File: config.mk
export PLATFORM = sky130hd
export DESIGN_NAME = peer_wire_frame_splitter
export DESIGN_NICKNAME = d
export VERILOG_FILES = /design/src/rtl/core/pwfs_pkg.sv /design/src/rtl/core/peer_wire_frame_splitter.sv
export SDC_FILE = /design/constraint.sdc
export NUM_CORES = 1
export LEC_CHECK = 0
export ABC_CLOCK_PERIOD_IN_PS = 6850
export BUFFER_PORTS_ARGS = -buffer_cell sky130_fd_sc_hd__buf_2
export CORE_MARGIN = 5
export CORE_UTILIZATION = 55
export DETAILED_ROUTE_END_ITERATION = 10
export PLACE_DENSITY = 0.75
export SYNTH_ARGS = -nofsm -noshare
export SYNTH_HDL_FRONTEND = slang
export SYNTH_SLANG_ARGS = --single-unit
File: constraint.sdc
create_clock -name clk -period 6.85 [get_ports clk]
set_clock_uncertainty 0.05 [all_clocks]
set_input_delay 1.37 -clock clk [delete_from_list [all_inputs] [get_ports clk]]
set_output_delay 1.37 -clock clk [all_outputs]
set_load 0.01 [all_outputs]
File: src/rtl/core/pwfs_pkg.sv
// package with constants and the protocol string table of the peer-wire frame splitter
`default_nettype none

package pwfs_pkg;

  localparam int PosW = 33;
  localparam int LenW = 32;

  localparam logic [7:0] ProtoLen = 8'd19;
  localparam logic [PosW-1:0] ProtoLenPos = 33'd19;
  localparam logic [PosW-1:0] HandshakeLastPos = 33'd67;
  localparam logic [PosW-1:0] PrefixLastPos = 33'd3;
  localparam logic [PosW-1:0] PrefixBytesPos = 33'd4;

  function automatic logic [7:0] proto_char(input logic [4:0] idx);
    logic [7:0] c;
    case (idx)
      5'd0:    c = 8'h42;
      5'd1:    c = 8'h69;
      5'd2:    c = 8'h74;
      5'd3:    c = 8'h54;
      5'd4:    c = 8'h6f;
      5'd5:    c = 8'h72;
      5'd6:    c = 8'h72;
      5'd7:    c = 8'h65;
      5'd8:    c = 8'h6e;
      5'd9:    c = 8'h74;
      5'd10:   c = 8'h20;
      5'd11:   c = 8'h70;
      5'd12:   c = 8'h72;
      5'd13:   c = 8'h6f;
      5'd14:   c = 8'h74;
      5'd15:   c = 8'h6f;
      5'd16:   c = 8'h63;
      5'd17:   c = 8'h6f;
      5'd18:   c = 8'h6c;
      default: c = 8'h00;
    endcase
    return c;
  endfunction

endpackage

`default_nettype wire

File: src/rtl/core/peer_wire_frame_splitter.sv
// peer-wire frame splitter: marks frame boundaries in a received byte stream
//
// input channel: in_valid / in_stall carry rx_byte, one stream byte per transaction.
// output channel: out_valid / out_stall carry out_byte with frame_first, frame_last
// and frame_kind (on the last byte: 0 length-prefixed message, 1 handshake).
// a frame starting with 19 and the 19-byte protocol string is a 68-byte handshake;
// any other frame is a 4-byte big-endian length prefix plus that many bytes.
// each byte passes the input register, then the result register that holds the framing
// decision, before it appears on the output.
// throughput: one byte per cycle while out_stall stays low, set by the single pass of
// framing logic between the input register and the result register.
// reset (rst, synchronous) empties both registers and restarts at a frame start.
// when out_stall is high the result holds; the input register still takes one
// more byte, after which in_stall rises until the output drains.
`default_nettype none

module peer_wire_frame_splitter (
  input  wire logic       clk,
  input  wire logic       rst,
  input  wire logic       in_valid,
  output logic            in_stall,
  input  wire logic [7:0] rx_byte,
  output logic            out_valid,
  input  wire logic       out_stall,
  output logic [7:0]      out_byte,
  output logic            frame_first,
  output logic            frame_last,
  output logic            frame_kind
);

  logic                      s1_valid;
  logic [7:0]                s1_byte;
  logic [pwfs_pkg::PosW-1:0] pos;
  logic [pwfs_pkg::PosW-1:0] pos_next;
  logic [pwfs_pkg::LenW-1:0] prefix;
  logic [pwfs_pkg::LenW-1:0] prefix_next;
  logic [pwfs_pkg::PosW-1:0] end_pos;
  logic                      hc;
  logic                      hc_new;
  logic                      advance;
  logic                      is_first;
  logic                      last_hs;
  logic                      last_len;
  logic                      is_last;
  logic [4:0]                char_idx;

  assign advance  = !out_valid || !out_stall;
  assign in_stall = s1_valid && !advance;
  assign char_idx = pos[4:0] - 5'd1;
  assign is_first = (pos == '0);

  always_comb begin
    if (is_first) begin
      hc_new = (s1_byte == pwfs_pkg::ProtoLen);
    end else if (pos <= pwfs_pkg::ProtoLenPos) begin
      hc_new = hc && (s1_byte == pwfs_pkg::proto_char(char_idx));
    end else begin
      hc_new = hc;
    end

    if (pos < pwfs_pkg::PrefixBytesPos) begin
      prefix_next = {(is_first ? 24'd0 : prefix[23:0]), s1_byte};
    end else begin
      prefix_next = prefix;
    end

    last_hs = hc_new && (pos == pwfs_pkg::HandshakeLastPos);
    // at offset 3 the end equals the offset only for a zero prefix (keep-alive)
    if (pos == pwfs_pkg::PrefixLastPos) begin
      last_len = !hc_new && (prefix_next == '0);
    end else begin
      last_len = !hc_new && (pos > pwfs_pkg::PrefixLastPos) && (pos == end_pos);
    end
    is_last  = last_hs || last_len;
    pos_next = is_last ? '0 : pos + 33'd1;
  end

  always_ff @(posedge clk) begin
    if (rst) begin
      s1_valid  <= 1'b0;
      out_valid <= 1'b0;
      pos       <= '0;
      hc        <= 1'b0;
    end else begin
      if (!s1_valid || advance) begin
        s1_valid <= in_valid;
      end
      if (advance) begin
        out_valid <= s1_valid;
      end
      if (advance && s1_valid) begin
        pos <= pos_next;
        hc  <= is_last ? 1'b0 : hc_new;
      end
    end
  end

  always_ff @(posedge clk) begin
    if (in_valid && !in_stall) begin
      s1_byte <= rx_byte;
    end
    if (advance && s1_valid) begin
      prefix      <= prefix_next;
      out_byte    <= s1_byte;
      frame_first <= is_first;
      frame_last  <= is_last;
      frame_kind  <= last_hs;
      if (pos == pwfs_pkg::PrefixLastPos) begin
        end_pos <= {1'b0, prefix_next} + pwfs_pkg::PrefixLastPos;
      end
    end
  end

  a_kind_on_last: assert property (@(posedge clk) disable iff (rst)
    out_valid && frame_kind |-> frame_last)
    else $error("frame kind set on a byte that does not end a frame");

  a_no_candidate_at_start: assert property (@(posedge clk) disable iff (rst)
    pos == '0 |-> !hc)
    else $error("handshake candidate left over at a frame start");

  a_stall_only_when_full: assert property (@(posedge clk) disable iff (rst)
    in_stall |-> s1_valid && out_valid)
    else $error("input stalled while the pipeline has room");

endmodule

`default_nettype wire

# ---- Yosys cells after proc, flatten, opt, wreduce, memory -nomap -nowiden
# Memory sizes are Yosys's and may differ from the RTL's.
# Index checks and enable logic that the tools add are counted.
dict set report word_totals {
  register_bits 120
  romBits 224
  in_bits 12
  out_inout_bits 13
  word_cells 52
  n_memories 1
}
# name words word_bits rd rd_ports_with_merged_regs write_ports line
set mem_list {}
lappend mem_list {{(name not given)} 32 7 1 0 0 pwfs_pkg.sv:17} ;# case (idx)
dict set report op_classes {
  n_addsub 3
  magnitude_cmp 3
  eq_ne 5
  n_mux 9
  reduce_logical 20
}
# op n
set ops {}
lappend ops {{32-bit by 2-bit adder with 33-bit output (second input constant)} 1}
lappend ops {{33-bit by 1-bit adder with 33-bit output (second input constant)} 1}
lappend ops {{33-bit by 2-bit == test with 1-bit output (second input constant)} 1}
lappend ops {{33-bit == test} 1}
lappend ops {{33-bit by 7-bit == test with 1-bit output (second input constant)} 1}
lappend ops {{33-bit by 2-bit greater-than comparator with 1-bit output (second input constant)} 1}
lappend ops {{33-bit by 5-bit <= comparator with 1-bit output (second input constant)} 1}
lappend ops {{33-bit zero test} 1}
lappend ops {{33-bit by 3-bit less-than comparator with 1-bit output (second input constant)} 1}
lappend ops {{33-bit 2-to-1 mux} 1}
lappend ops {{32-bit zero test} 1}
lappend ops {{32-bit 2-to-1 mux} 1}
lappend ops {{24-bit 2-to-1 mux} 1}
lappend ops {{8-bit 2-to-1 mux} 2}
lappend ops {{8-bit by 5-bit == test with 1-bit output (second input constant)} 1}
lappend ops {{8-bit == test} 1}
lappend ops {{1-bit logical AND} 8}
lappend ops {{1-bit zero test} 6}
lappend ops {{5-bit by 1-bit subtractor with 5-bit output (second input constant)} 1}
lappend ops {{1-bit 2-to-1 mux} 4}
lappend ops {{1-bit logical OR} 3}
lappend ops {{2-bit AND reduction} 1}

# ---- Depth between registers and ports, before layout
# Gate-level depths: netlist of the first run.
# An unclocked memory read counts as a cell.
dict set report depth {
  ltp_word 14
  ltp_mapped 18
  depth_no_buf 13
}

# ---- Worst setup path before layout of the first run
# Ideal clock, no wire load.
dict set report synth_path {
  path_kind {input to register}
  start {input out_stall}
  end {register end_pos[0] (netlist bit) (enable)}
  setup_ps 423
  arrival_ps 4231
  required_time_ps 6377
  slack_ps 2146
  stages 5
  n_path_buf 0
  path_cell_list {nand2_1 -> nand2_1 -> inv_1 -> nand2_1 -> nor2_1}
}
dict set report synth_via {
  elab_chain_len 4
}
# element line
set synth_rtl {}
lappend synth_rtl {{start: declaration} peer_wire_frame_splitter.sv:24} ;# input wire logic out_stall,
lappend synth_rtl {{1-bit zero test} peer_wire_frame_splitter.sv:47} ;# assign advance = !out_valid || !out_stall;
lappend synth_rtl {{1-bit logical OR} peer_wire_frame_splitter.sv:47}
lappend synth_rtl {{1-bit logical AND} peer_wire_frame_splitter.sv:102} ;# if (advance && s1_valid) begin
lappend synth_rtl {{2-bit AND reduction (no source line)} n/a}
lappend synth_rtl {{end signal: assignment} peer_wire_frame_splitter.sv:109} ;# end_pos <= {1'b0, prefix_next} + pwfs_pkg::PrefixLastPos;
lappend synth_rtl {{end: declaration} peer_wire_frame_splitter.sv:37} ;# logic [pwfs_pkg::PosW-1:0] end_pos;
# Every way passes these cells.
# A chain may end at the register's enable or synchronous reset.

# ---- Worst setup path in the final report of the first run
dict set report layout_path {
  start {register pos[0] (netlist bit)}
  end {register pos[27] (netlist bit)}
}
dict set report layout_via {
  elab_chain_len 14
  word_cells_on_any_way 27
  classes_between {2 x add/sub; 3 x order compare; 4 x eq/ne; 8 x mux; 9 x reduce/logical; 1 x memory}
}
# element line
set layout_rtl {}
lappend layout_rtl {{start: declaration} peer_wire_frame_splitter.sv:33} ;# logic [pwfs_pkg::PosW-1:0] pos;
lappend layout_rtl {{start signal: assignment} peer_wire_frame_splitter.sv:92} ;# pos <= pos_next;
lappend layout_rtl {{5-bit by 1-bit subtractor with 5-bit output} peer_wire_frame_splitter.sv:49} ;# assign char_idx = pos[4:0] - 5'd1;
lappend layout_rtl {{memory 32 x 7 bit} n/a}
lappend layout_rtl {{8-bit 2-to-1 mux} peer_wire_frame_splitter.sv:55} ;# end else if (pos <= pwfs_pkg::ProtoLenPos) begin
lappend layout_rtl {{8-bit 2-to-1 mux} peer_wire_frame_splitter.sv:53} ;# if (is_first) begin
lappend layout_rtl {{8-bit == test} peer_wire_frame_splitter.sv:56} ;# hc_new = hc && (s1_byte == pwfs_pkg::proto_char(char_idx));
lappend layout_rtl {{1-bit logical AND} peer_wire_frame_splitter.sv:56}
lappend layout_rtl {{1-bit 2-to-1 mux} peer_wire_frame_splitter.sv:55}
lappend layout_rtl {{1-bit 2-to-1 mux} peer_wire_frame_splitter.sv:53}
lappend layout_rtl {{1-bit zero test} {peer_wire_frame_splitter.sv:70, peer_wire_frame_splitter.sv:72}}
lappend layout_rtl {{1-bit logical AND (2 in series)} peer_wire_frame_splitter.sv:72} ;# last_len = !hc_new && (pos > pwfs_pkg::PrefixLastPos) && (pos == end_pos);
lappend layout_rtl {{1-bit 2-to-1 mux} peer_wire_frame_splitter.sv:69} ;# if (pos == pwfs_pkg::PrefixLastPos) begin
lappend layout_rtl {{1-bit logical OR} peer_wire_frame_splitter.sv:74} ;# is_last = last_hs || last_len;
lappend layout_rtl {{33-bit 2-to-1 mux (*)} peer_wire_frame_splitter.sv:75} ;# pos_next = is_last ? '0 : pos + 33'd1;
# Every way passes the cells marked *; elsewhere a longest branch is shown, timed or not. The select of a mux whose other input is x is not followed.

==> flow_metrics.env, run 1 <==
export IMPL_nets=727
export IMPL_powerDensity_nw_per_um2=241
export IMPL_synth_top_cell_by_area="edfxtp_1"
export IMPL_clk_path_buf_depth=2
export IMPL_gp_congestion=1.03
export IMPL_drive_gt1_share_pct=12.2
export IMPL_viasPerCell=6.03
export IMPL_pwr_share_clk_pct=49.2
export IMPL_pwr_share_seq_pct=44.3
export IMPL_outcome="finished, final reports clean"
export IMPL_internal_power_uw=1410
export IMPL_drt_initial_drc_count=524
export IMPL_overflow=0
export IMPL_worstPathCellList="inv_1 > ha_1 > xor2_1 > ha_1 > o2bb2ai_1 > a21o_1 > a221oi_1 > o2111ai_1 > or3_1 > o21ba_2 > o31ai_4 > nor2_1"
export IMPL_path_depth=12
export IMPL_ctsResizeCount=0
export IMPL_ctsHtreeMaxLevel=4
export IMPL_coreArea_um2=12100
export IMPL_required_ns=7.06
export IMPL_ys_seq_area_share_pct=47.2
export IMPL_period_share_pct=76.4
export IMPL_place_area_um2=7080
export IMPL_switching_share_pct=23.6
export IMPL_final_max_slew_violation_count=0
export IMPL_rr_endpoint="pos[27]$_SDFFE_PP0P_"
export IMPL_fmax_mhz=191
export IMPL_leakage_uw=0.00292
export IMPL_reg2reg_from="pos[0]$_SDFFE_PP0P_"
export IMPL_synthMostInstantiatedCell="edfxtp_1"
export IMPL_tns_ns=0
export IMPL_rsz0062_at_grt="false"
export IMPL_synthArstFlopShare_pct=0
export IMPL_ir_drop_mv=0.224
export IMPL_insertion_delay_ns=0.43
export IMPL_clk_pin_slew_ns=0.06
export IMPL_die_area_um2=14800
export IMPL_ys_ff_latch=120
export IMPL_floorplan_initialDensity_pct=56.7
export IMPL_synth_top_area_share_pct=36.7
export IMPL_worstSetupPathType="reg -> reg"
export IMPL_first_pass_iters=5
export IMPL_synth_warnings=0
export IMPL_r2r_cells=12
export IMPL_synth_edf_count=84
export IMPL_cp_max_fo=32
export IMPL_crit_path_end="pos[27]$_SDFFE_PP0P_"
export IMPL_p_sw_uw=436
export IMPL_cts_sinks=120
export IMPL_crit_family="compound AO/OA/AOI/OAI gates"
export IMPL_synth_nets=718
export IMPL_detail_route_antenna_nets=0
export IMPL_wirelength_mm=16.4
export IMPL_setup_viol=0
export IMPL_track_usage_pct=23.0
export IMPL_fp_dieW_um=122
export IMPL_grt_pass1_vias=5024
export IMPL_synth_cell_type_count=73
export IMPL_critPathArrivalTime_ns=5.44
export IMPL_worstMarginPinSlew_ns=1.20
export IMPL_post_cts_buffers=0
export IMPL_syn_avg_cell_area_um2=9.85
export IMPL_syn_cell_area_um2=6860
export IMPL_startpoint_type="flip-flop"
export IMPL_grt_max_degree=49
export IMPL_synthTopCellsByCount="edfxtp_1 (84), nand2_1 (76), xor2_1 (67), nor2_1 (61), xnor2_1 (39)"
export IMPL_io_pins=25
export IMPL_synthToLayoutAreaGrowth_pct=11.8
export IMPL_hold_buffers=0
export IMPL_vias=5353
export IMPL_dpl_hpwl_mm=11.4
export IMPL_ys_flop_type="edfxtp_1"
export IMPL_yosys_top_cells_area="edfxtp_1 (37%), dfxtp_1 (10%), xor2_1 (8.5%), xnor2_1 (5.0%), nand2_1 (4.2%)"
export IMPL_io_buffers=24
export IMPL_critical_path_endpoint_type="flip-flop"
export IMPL_routedWlPerCell_um=18.5
export IMPL_antenna_found_initial=0
export IMPL_reg2reg_slack_ns=1.62
export IMPL_min_period_ns=5.23
export IMPL_max_stage_delay_ns=0.96
export IMPL_root_buffer="clkbuf_16"
export IMPL_final_hold_viol_count=0
export IMPL_cp_num_buf_inv=1
export IMPL_grt_pass1_wl_mm=26.3
export IMPL_worst_path_most_repeated_cell="ha_1"
export IMPL_stdcell_area_um2=7680
export IMPL_min_path_type="reg -> reg"
export IMPL_cp_slowest_cell="dfxtp_1"
export IMPL_rows=40
export IMPL_cp_startpoint="pos[0]$_SDFFE_PP0P_"
export IMPL_syn_inst=697
export IMPL_pwr_share_comb_pct=6.5
export IMPL_diodes=0
export IMPL_drv_cap=0
export IMPL_die_y_um=122
export IMPL_max_slew_margin_rel_pct=19.9
export IMPL_hold_ws_ns=0.434
export IMPL_drcViolationCount=0
export IMPL_cts_tree="built"
export IMPL_p_total_uw=1850
export IMPL_cts_buffers=17
## power groups by stage
stage,logic (uW),clock network [uW],registers [uW]
after floorplan,89.0,0,823
after global placement,115,0,831
after detailed placement,117,0,832
after CTS,118,919,817
after global routing,131,962,819
final,120,909,818
## routing by layer
metal	track usage (%)	share of wire, %	vias to the layer above
li1	-	-	2546
met2	33.3	44	223
met3	6.31	7.3	38
met1	32.7	46	2546
met4	9.10	2.7	0
met5	0	0	-
## layout by cell type (no fill, tap or decap), types with 8 or more instances in the layout
master / synthesis / routed
edfxtp_1: 84 / 84
nand2_1: 76 / 76
xor2_1: 67 / 67
nor2_1: 61 / 60
xnor2_1: 39 / 39
dfxtp_1: 36 / 36
nand3_1: 32 / 32
inv_1: 26 / 25
nor4_1: 24 / 24
nand4_1: 24 / 24
buf_2: 5 / 24
a21oi_1: 19 / 19
clkbuf_16: 0 / 17
o21ai_0: 14 / 14
o31ai_1: 10 / 10
nor2b_1: 10 / 10
and3_1: 9 / 9
nor3_1: 9 / 9
ha_1: 9 / 9
a31oi_1: 8 / 8
## tightest hold or removal path, stage by stage (launching register included)
cell and delay [ns]:
dfxtp_1 0.33, nand2_1 0.06, a21oi_1 0.05
## worst min-delay path by stage
| stage | startpoint | to | slack, ns | cells after the start |
|---|---|---|---|---|
| 4_1_cts | hc$_SDFFE_PP0P_ | hc$_SDFFE_PP0P_ | 0.43 | 2 |
| 5_1_grt | hc$_SDFFE_PP0P_ | hc$_SDFFE_PP0P_ | 0.45 | 2 |
| 3_3_place_gp | hc$_SDFFE_PP0P_ | hc$_SDFFE_PP0P_ | 0.41 | 2 |
| 6_report | hc$_SDFFE_PP0P_ | hc$_SDFFE_PP0P_ | 0.43 | 2 |
| 2_1_floorplan | s1_byte[4]$_DFFE_PP_ | out_byte[4]$_DFFE_PP_ | 0.37 | 0 |
| 3_5_place_dp | hc$_SDFFE_PP0P_ | hc$_SDFFE_PP0P_ | 0.42 | 2 |
## area by class of cell
type / count / area, um^2
Fill cell: 996 / 4430
Multi-Input combinational cell: 511 / 3360
Sequential cell: 120 / 3240
Clock buffer: 17 / 425
Tap cell: 168 / 210
Clock inverter: 15 / 175
Timing Repair Buffer: 30 / 165
Inverter: 26 / 97.6
## stage by stage
step / setup WS (ns) / cells / utilization, %
floorplan: 2.15 / 697 / -
detailed placement: 1.69 / 855 / 58.4
global placement: 1.93 / 855 / 58.4
CTS: 1.70 / 887 / 63.4
finish: 1.62 / 887 / 63.4
global route: 1.24 / 887 / 63.4
## cell families (layout without fill, tap and decap cells)
logic type	count (synthesis)	count (layout)	share of synthesized area, %
XOR/XNOR	106	106	13.5
adder cells (fa/ha/maj)	9	9	1.64
AO/OA/AOI/OAI	101	101	10.9
buffers and inverters	66	88	3.83
flip-flops	120	120	47.2
multiplexers	6	6	0.875
AND/OR/NAND/NOR	289	289	22.0
## registers in the layout, summed over array words and instances (netlist names), 8 cells and up
signal / flops
out_byte: 8
s1_byte: 8
pos: 33
prefix: 32
end_pos: 33
(Power assumes the default switching activity.)
==> run 2, diff against run 1 <==
ABC_AREA = 1   (was not set)
ABC_CLOCK_PERIOD_IN_PS = 4500   (was 6850)
PLACE_DENSITY = 0.78   (was 0.75)
clock period = 4.5 ns   (was 6.85 ns; I/O delays follow)
==> flow_metrics.env, run 2 <==
export IMPL_reg2reg_from="pos[25]$_SDFFE_PP0P_"
export IMPL_first_pass_iters=5
export IMPL_p_total_uw=2950
export IMPL_ys_flop_type="edfxtp_1"
export IMPL_rsz0062_at_grt="false"
export IMPL_dpl_hpwl_mm=12.8
export IMPL_r2r_cells=21
export IMPL_tns_ns=0
export IMPL_routedWlPerCell_um=15.2
export IMPL_reg_largest_list="end_pos x33, pos x33, prefix x32"
export IMPL_hold_buffers=0
export IMPL_min_path_type="reg -> reg"
export IMPL_coreArea_um2=13200
export IMPL_synth_nets=949
export IMPL_hold_path_depth=0
export IMPL_drcViolationCount=0
export IMPL_leakage_uw=0.00362
export IMPL_hp_start="s1_byte[1]$_DFFE_PP_"
export IMPL_drt_initial_drc_count=523
export IMPL_wirelength_mm=17.3
export IMPL_final_hold_viol_count=0
export IMPL_fp_dieW_um=126
export IMPL_synth_warnings=0
export IMPL_viasPerCell=5.39
export IMPL_overflow=0
export IMPL_syn_inst=928
export IMPL_ir_drop_mv=0.332
export IMPL_synth_top_cell_by_area="edfxtp_1"
export IMPL_drv_cap=0
export IMPL_max_stage_delay_ns=0.50
export IMPL_max_slew_margin_rel_pct=54.2
export IMPL_track_usage_pct=22.2
export IMPL_worstPathCellList="inv_2 > nand3_1 > nor2_1 > nand2_2 > nor2_8 > nand2_1 > o21ai_1 > ha_1 > inv_1 > nor3_1 > nand2_1 > nor2_1 > nand3_1 > nor2_1 > nand3_1 > nand2_1 > nand2_1 > nand2_1 > nand2_1 > nand2_2 > nor2_1"
export IMPL_insertion_delay_ns=0.42
export IMPL_cp_slowest_cell="nor2_8"
export IMPL_rows=42
export IMPL_critPathArrivalTime_ns=4.04
export IMPL_cts_buffers=17
export IMPL_synth_edf_count=84
export IMPL_die_y_um=126
export IMPL_antenna_found_initial=0
export IMPL_diodes=0
export IMPL_grt_max_degree=48
export IMPL_gp_congestion=0.996
export IMPL_min_period_ns=3.82
export IMPL_ctsHtreeMaxLevel=4
export IMPL_ctsResizeCount=0
export IMPL_fmax_mhz=262
export IMPL_synth_cell_type_count=38
export IMPL_nets=974
export IMPL_drive_gt1_share_pct=12.5
export IMPL_io_pins=25
export IMPL_critical_path_endpoint_type="flip-flop"
export IMPL_synthMostInstantiatedCell="nand2_1"
export IMPL_synthToLayoutAreaGrowth_pct=11.3
export IMPL_io_buffers=24
export IMPL_detail_route_antenna_nets=0
export IMPL_post_cts_buffers=0
export IMPL_syn_avg_cell_area_um2=7.97
export IMPL_worstSetupPathType="reg -> reg"
export IMPL_yosys_top_cells_area="edfxtp_1 (34%), nand2_1 (11%), dfxtp_1 (9.7%), xor2_1 (7.6%), nor2_1 (7.3%)"
export IMPL_synth_top_area_share_pct=34.1
export IMPL_synthArstFlopShare_pct=0
export IMPL_ys_ff_latch=120
export IMPL_period_share_pct=84.9
export IMPL_syn_cell_area_um2=7390
export IMPL_floorplan_initialDensity_pct=56.1
export IMPL_synthTopCellsByCount="nand2_1 (225), nor2_1 (143), inv_1 (101), nand3_1 (85), edfxtp_1 (84)"
export IMPL_ys_seq_area_share_pct=43.9
export IMPL_cts_sinks=120
export IMPL_grt_pass1_vias=5731
export IMPL_rr_endpoint="pos[13]$_SDFFE_PP0P_"
export IMPL_final_max_slew_violation_count=0
export IMPL_die_area_um2=15900
export IMPL_cp_num_buf_inv=2
export IMPL_required_ns=4.73
export IMPL_grt_pass1_wl_mm=28.3
export IMPL_setup_viol=0
export IMPL_hold_path_end="out_byte[1]$_DFFE_PP_"
export IMPL_startpoint_type="flip-flop"
export IMPL_layout_commonest_cell="nand2_1"
export IMPL_fillers=1087
export IMPL_root_buffer="clkbuf_16"
export IMPL_worstMarginPinSlew_ns=0.682
export IMPL_worst_path_most_repeated_cell="nand2_1"
export IMPL_powerDensity_nw_per_um2=359
export IMPL_crit_family="simple AND/OR/NAND/NOR gates"
export IMPL_vias=6154
export IMPL_clk_pin_slew_ns=0.06
export IMPL_layout_common_cells="nand2_1 (225), nor2_1 (142), inv_1 (101)"
export IMPL_reg2reg_slack_ns=0.68
export IMPL_outcome="finished, final reports clean"
export IMPL_cts_tree="built"
export IMPL_clk_path_buf_depth=2
export IMPL_path_depth=21
export IMPL_cp_max_fo=41
==> run 2: cell type report <==
class / instances / area (um^2) / share of cell area, %
Multi-Input combinational cell: 677 / 3580 / 43.5
Tap cell: 176 / 220 / 2.68
Inverter: 110 / 413 / 5.02
Sequential cell: 120 / 3240 / 39.4
Timing Repair Buffer: 27 / 143 / 1.73
Clock buffer: 21 / 460 / 5.60
Clock inverter: 11 / 170 / 2.07
==> run 2: through the flow <==
step	setup slack [ns]	utilization, %	cells	hold WS (ns)	instance area, um^2
global placement	0.884	57.6	1110	0.406	7590
CTS	0.700	62.4	1142	0.425	8230
floorplan	1.07	-	928	0.389	7390
detailed placement	0.750	57.6	1110	0.411	7590
finish	0.682	62.4	1142	0.425	8230
global route	0.175	62.4	1142	0.456	8230
==> run 2: per-layer routing <==
layer | global-route usage, % | vias to the layer above | share of wire (%) | routed length (um)
met5 | 0 | - | 0 | 0
met4 | 9.46 | 0 | 2.7 | 472
met3 | 4.87 | 36 | 6.5 | 1130
met2 | 34.5 | 218 | 46 | 7980
met1 | 30.2 | 2843 | 45 | 7760
li1 | - | 3057 | - | -
==> run 2: power by group <==
group | leakage, uW | switching [uW] | total, uW | internal (uW)
Sequential | 0.00108 | 18.1 | 1240 | 1220
Combinational | 0.00224 | 189 | 266 | 77.2
Clock | 0.000301 | 494 | 1450 | 955
Total | 0.00362 | 701 | 2950 | 2250
==> run 2: cell families (layout without fill, tap and decap cells) <==
logic type / Yosys count / count (layout) / synth area share, %
buffers and inverters: 131 / 169 / 7.80
flip-flops: 120 / 120 / 43.9
XOR/XNOR: 81 / 81 / 9.60
adder cells (fa/ha/maj): 9 / 9 / 1.52
AO/OA/AOI/OAI: 31 / 31 / 2.59
AND/OR/NAND/NOR: 556 / 556 / 34.6
==> run 2: worst max-delay path by stage <==
stage                               startpoint                    to  slack, ns
after floorplan                      out_stall  pos[31]$_SDFFE_PP0P_       1.07
after detailed placement  pos[23]$_SDFFE_PP0P_  pos[23]$_SDFFE_PP0P_       0.75
after global routing      pos[23]$_SDFFE_PP0P_  pos[23]$_SDFFE_PP0P_       0.17
after global placement     pos[0]$_SDFFE_PP0P_  pos[15]$_SDFFE_PP0P_       0.88
after CTS                 pos[23]$_SDFFE_PP0P_  pos[13]$_SDFFE_PP0P_       0.70
final                     pos[25]$_SDFFE_PP0P_  pos[13]$_SDFFE_PP0P_       0.68
==> run 3, diff against run 2 <==
ABC_CLOCK_PERIOD_IN_PS = 3600   (was 4500)
PLACE_DENSITY = 0.75   (was 0.78)
clock period = 3.6 ns   (was 4.5 ns; I/O delays follow)
==> flow_metrics.env, run 3 (synthesis gave the netlist of run 2 again) <==
export IMPL_overflow=0
export IMPL_cts_tree="built"
export IMPL_drive_gt1_share_pct=13.9
export IMPL_gp_congestion=0.935
export IMPL_track_usage_pct=22.1
export IMPL_die_area_um2=15900
export IMPL_fillers=1097
export IMPL_drv_cap=0
export IMPL_coreArea_um2=13200
export IMPL_final_max_slew_violation_count=0
export IMPL_synthToLayoutAreaGrowth_pct=12.5
export IMPL_cts_sinks=120
export IMPL_first_pass_iters=6
export IMPL_io_buffers=24
export IMPL_drt_initial_drc_count=556
export IMPL_drcViolationCount=0
export IMPL_max_slew_margin_rel_pct=55.6
export IMPL_fp_dieW_um=126
export IMPL_cts_buffers=17
export IMPL_die_y_um=126
export IMPL_root_buffer="clkbuf_16"
export IMPL_routed_top_layer="met4"
export IMPL_rows=42
export IMPL_ctsResizeCount=0
export IMPL_min_path_type="in -> reg"
export IMPL_final_hold_viol_count=0
export IMPL_ir_drop_mv=0.344
export IMPL_grt_max_degree=48
export IMPL_wl_met1_mm=7.99
export IMPL_clk_path_buf_depth=2
export IMPL_required_ns=3.86
export IMPL_critPathArrivalTime_ns=3.58
export IMPL_critical_path_endpoint_type="flip-flop"
export IMPL_reg_largest_list="end_pos x33, pos x33, prefix x32"
export IMPL_wl_met3_um=881
export IMPL_rsz0062_at_grt="false"
export IMPL_layout_common_cells="nand2_1 (225), nor2_1 (142), inv_1 (101)"
export IMPL_period_share_pct=92.3
export IMPL_setup_viol=0
export IMPL_worstMarginPinSlew_ns=0.661
export IMPL_viasPerCell=5.26
export IMPL_post_cts_buffers=0
export IMPL_detail_route_antenna_nets=0
export IMPL_reg2reg_slack_ns=0.28
export IMPL_leakage_uw=0.00368
export IMPL_grt_pass1_vias=5692
export IMPL_vias=6067
export IMPL_clk_pin_slew_ns=0.06
export IMPL_hold_buffers=0
export IMPL_powerDensity_nw_per_um2=440
export IMPL_outcome="finished, final reports clean"
export IMPL_hp_start="rx_byte[7]"
export IMPL_io_pins=25
export IMPL_wirelength_mm=16.9
export IMPL_r2r_cells=22
export IMPL_rr_endpoint="pos[8]$_SDFFE_PP0P_"
export IMPL_ctsHtreeMaxLevel=4
export IMPL_startpoint_type="flip-flop"
export IMPL_min_period_ns=3.32
export IMPL_tns_ns=0
export IMPL_dr_wl_met2_mm=7.71
export IMPL_dp_cells=1122
export IMPL_worstSetupPathType="reg -> reg"
export IMPL_hold_path_depth=1
export IMPL_final_cells=1154
export IMPL_dpl_hpwl_mm=12.6
export IMPL_layout_commonest_cell="nand2_1"
export IMPL_diodes=0
export IMPL_floorplan_initialDensity_pct=56.1
export IMPL_grt_pass1_wl_mm=27.8
export IMPL_fmax_mhz=301
export IMPL_reg2reg_from="pos[27]$_SDFFE_PP0P_"
export IMPL_antenna_found_initial=0
export IMPL_cp_max_fo=17
export IMPL_nets=986
export IMPL_routedWlPerCell_um=14.6
export IMPL_hold_path_end="s1_byte[7]$_DFFE_PP_"
export IMPL_insertion_delay_ns=0.43
[run 3: report_power, final]
part | switching (uW) | leakage [uW] | internal (uW)
Sequential | 18.7 | 0.00108 | 1520
Combinational | 234 | 0.00231 | 104
Clock | 679 | 0.000291 | 1100
Total | 933 | 0.00368 | 2730
[run 3: area by class of cell]
| cell class | instances | area, um^2 | area share [%] |
|---|---|---|---|
| Clock buffer | 17 | 425 | 5.12 |
| Clock inverter | 15 | 191 | 2.30 |
| Inverter | 110 | 413 | 4.97 |
| Multi-Input combinational cell | 677 | 3580 | 43.0 |
| Sequential cell | 120 | 3240 | 39.0 |
| Tap cell | 176 | 220 | 2.65 |
| Timing Repair Buffer | 39 | 245 | 2.95 |
[run 3: metrics by stage]
stage / total power, uW / utilization (%) / cell area (um^2) / hold slack (ns) / setup slack (ns)
2_1_floorplan: 1810 / - / 7390 / 0.389 / 0.352
3_3_place_gp: 1900 / 58.4 / 7700 / 0.405 / 0.453
3_5_place_dp: 1900 / 58.4 / 7700 / 0.416 / 0.408
4_1_cts: 3670 / 63.0 / 8310 / 0.402 / 0.348
5_1_grt: 3790 / 63.0 / 8310 / 0.394 / 0.0587
6_report: 3660 / 63.0 / 8310 / 0.412 / 0.279
[run 3: critical path: stages, from the launching register on]
cell and delay [ns]:
dfxtp_1 0.37, nor2_1 0.13, nand3_1 0.08, nor2_1 0.24, nand2_2 0.23, nor2_8 0.25
nand2_1 0.10, o21ai_2 0.12, ha_1 0.19, inv_1 0.05, nor3_1 0.21, nand2_1 0.08
nor2_1 0.11, nand3_1 0.07, nor2_1 0.09, nand3_1 0.11, nand2_1 0.09, nand2_1 0.06
nand2_1 0.09, nand2_1 0.07, nand2_2 0.09, buf_4 0.23, nor2_1 0.09
[run 3: routing by layer]
layer	vias up	GRT usage, %
li1	3075	-
met1	2806	30.4
met2	158	34.3
met3	28	5.17
met4	0	7.82
met5	-	0
[run 3: how the worst max path moves through the flow]
stage,from,end,slack [ns],cells past startpoint
after global routing,pos[25]$_SDFFE_PP0P_,pos[8]$_SDFFE_PP0P_,0.06,22
after floorplan,out_stall,pos[31]$_SDFFE_PP0P_,0.35,16
after global placement,out_stall,pos[31]$_SDFFE_PP0P_,0.45,17
after CTS,pos[27]$_SDFFE_PP0P_,pos[8]$_SDFFE_PP0P_,0.35,22
after detailed placement,pos[27]$_SDFFE_PP0P_,pos[2]$_SDFFE_PP0P_,0.41,22
final,pos[27]$_SDFFE_PP0P_,pos[8]$_SDFFE_PP0P_,0.28,22
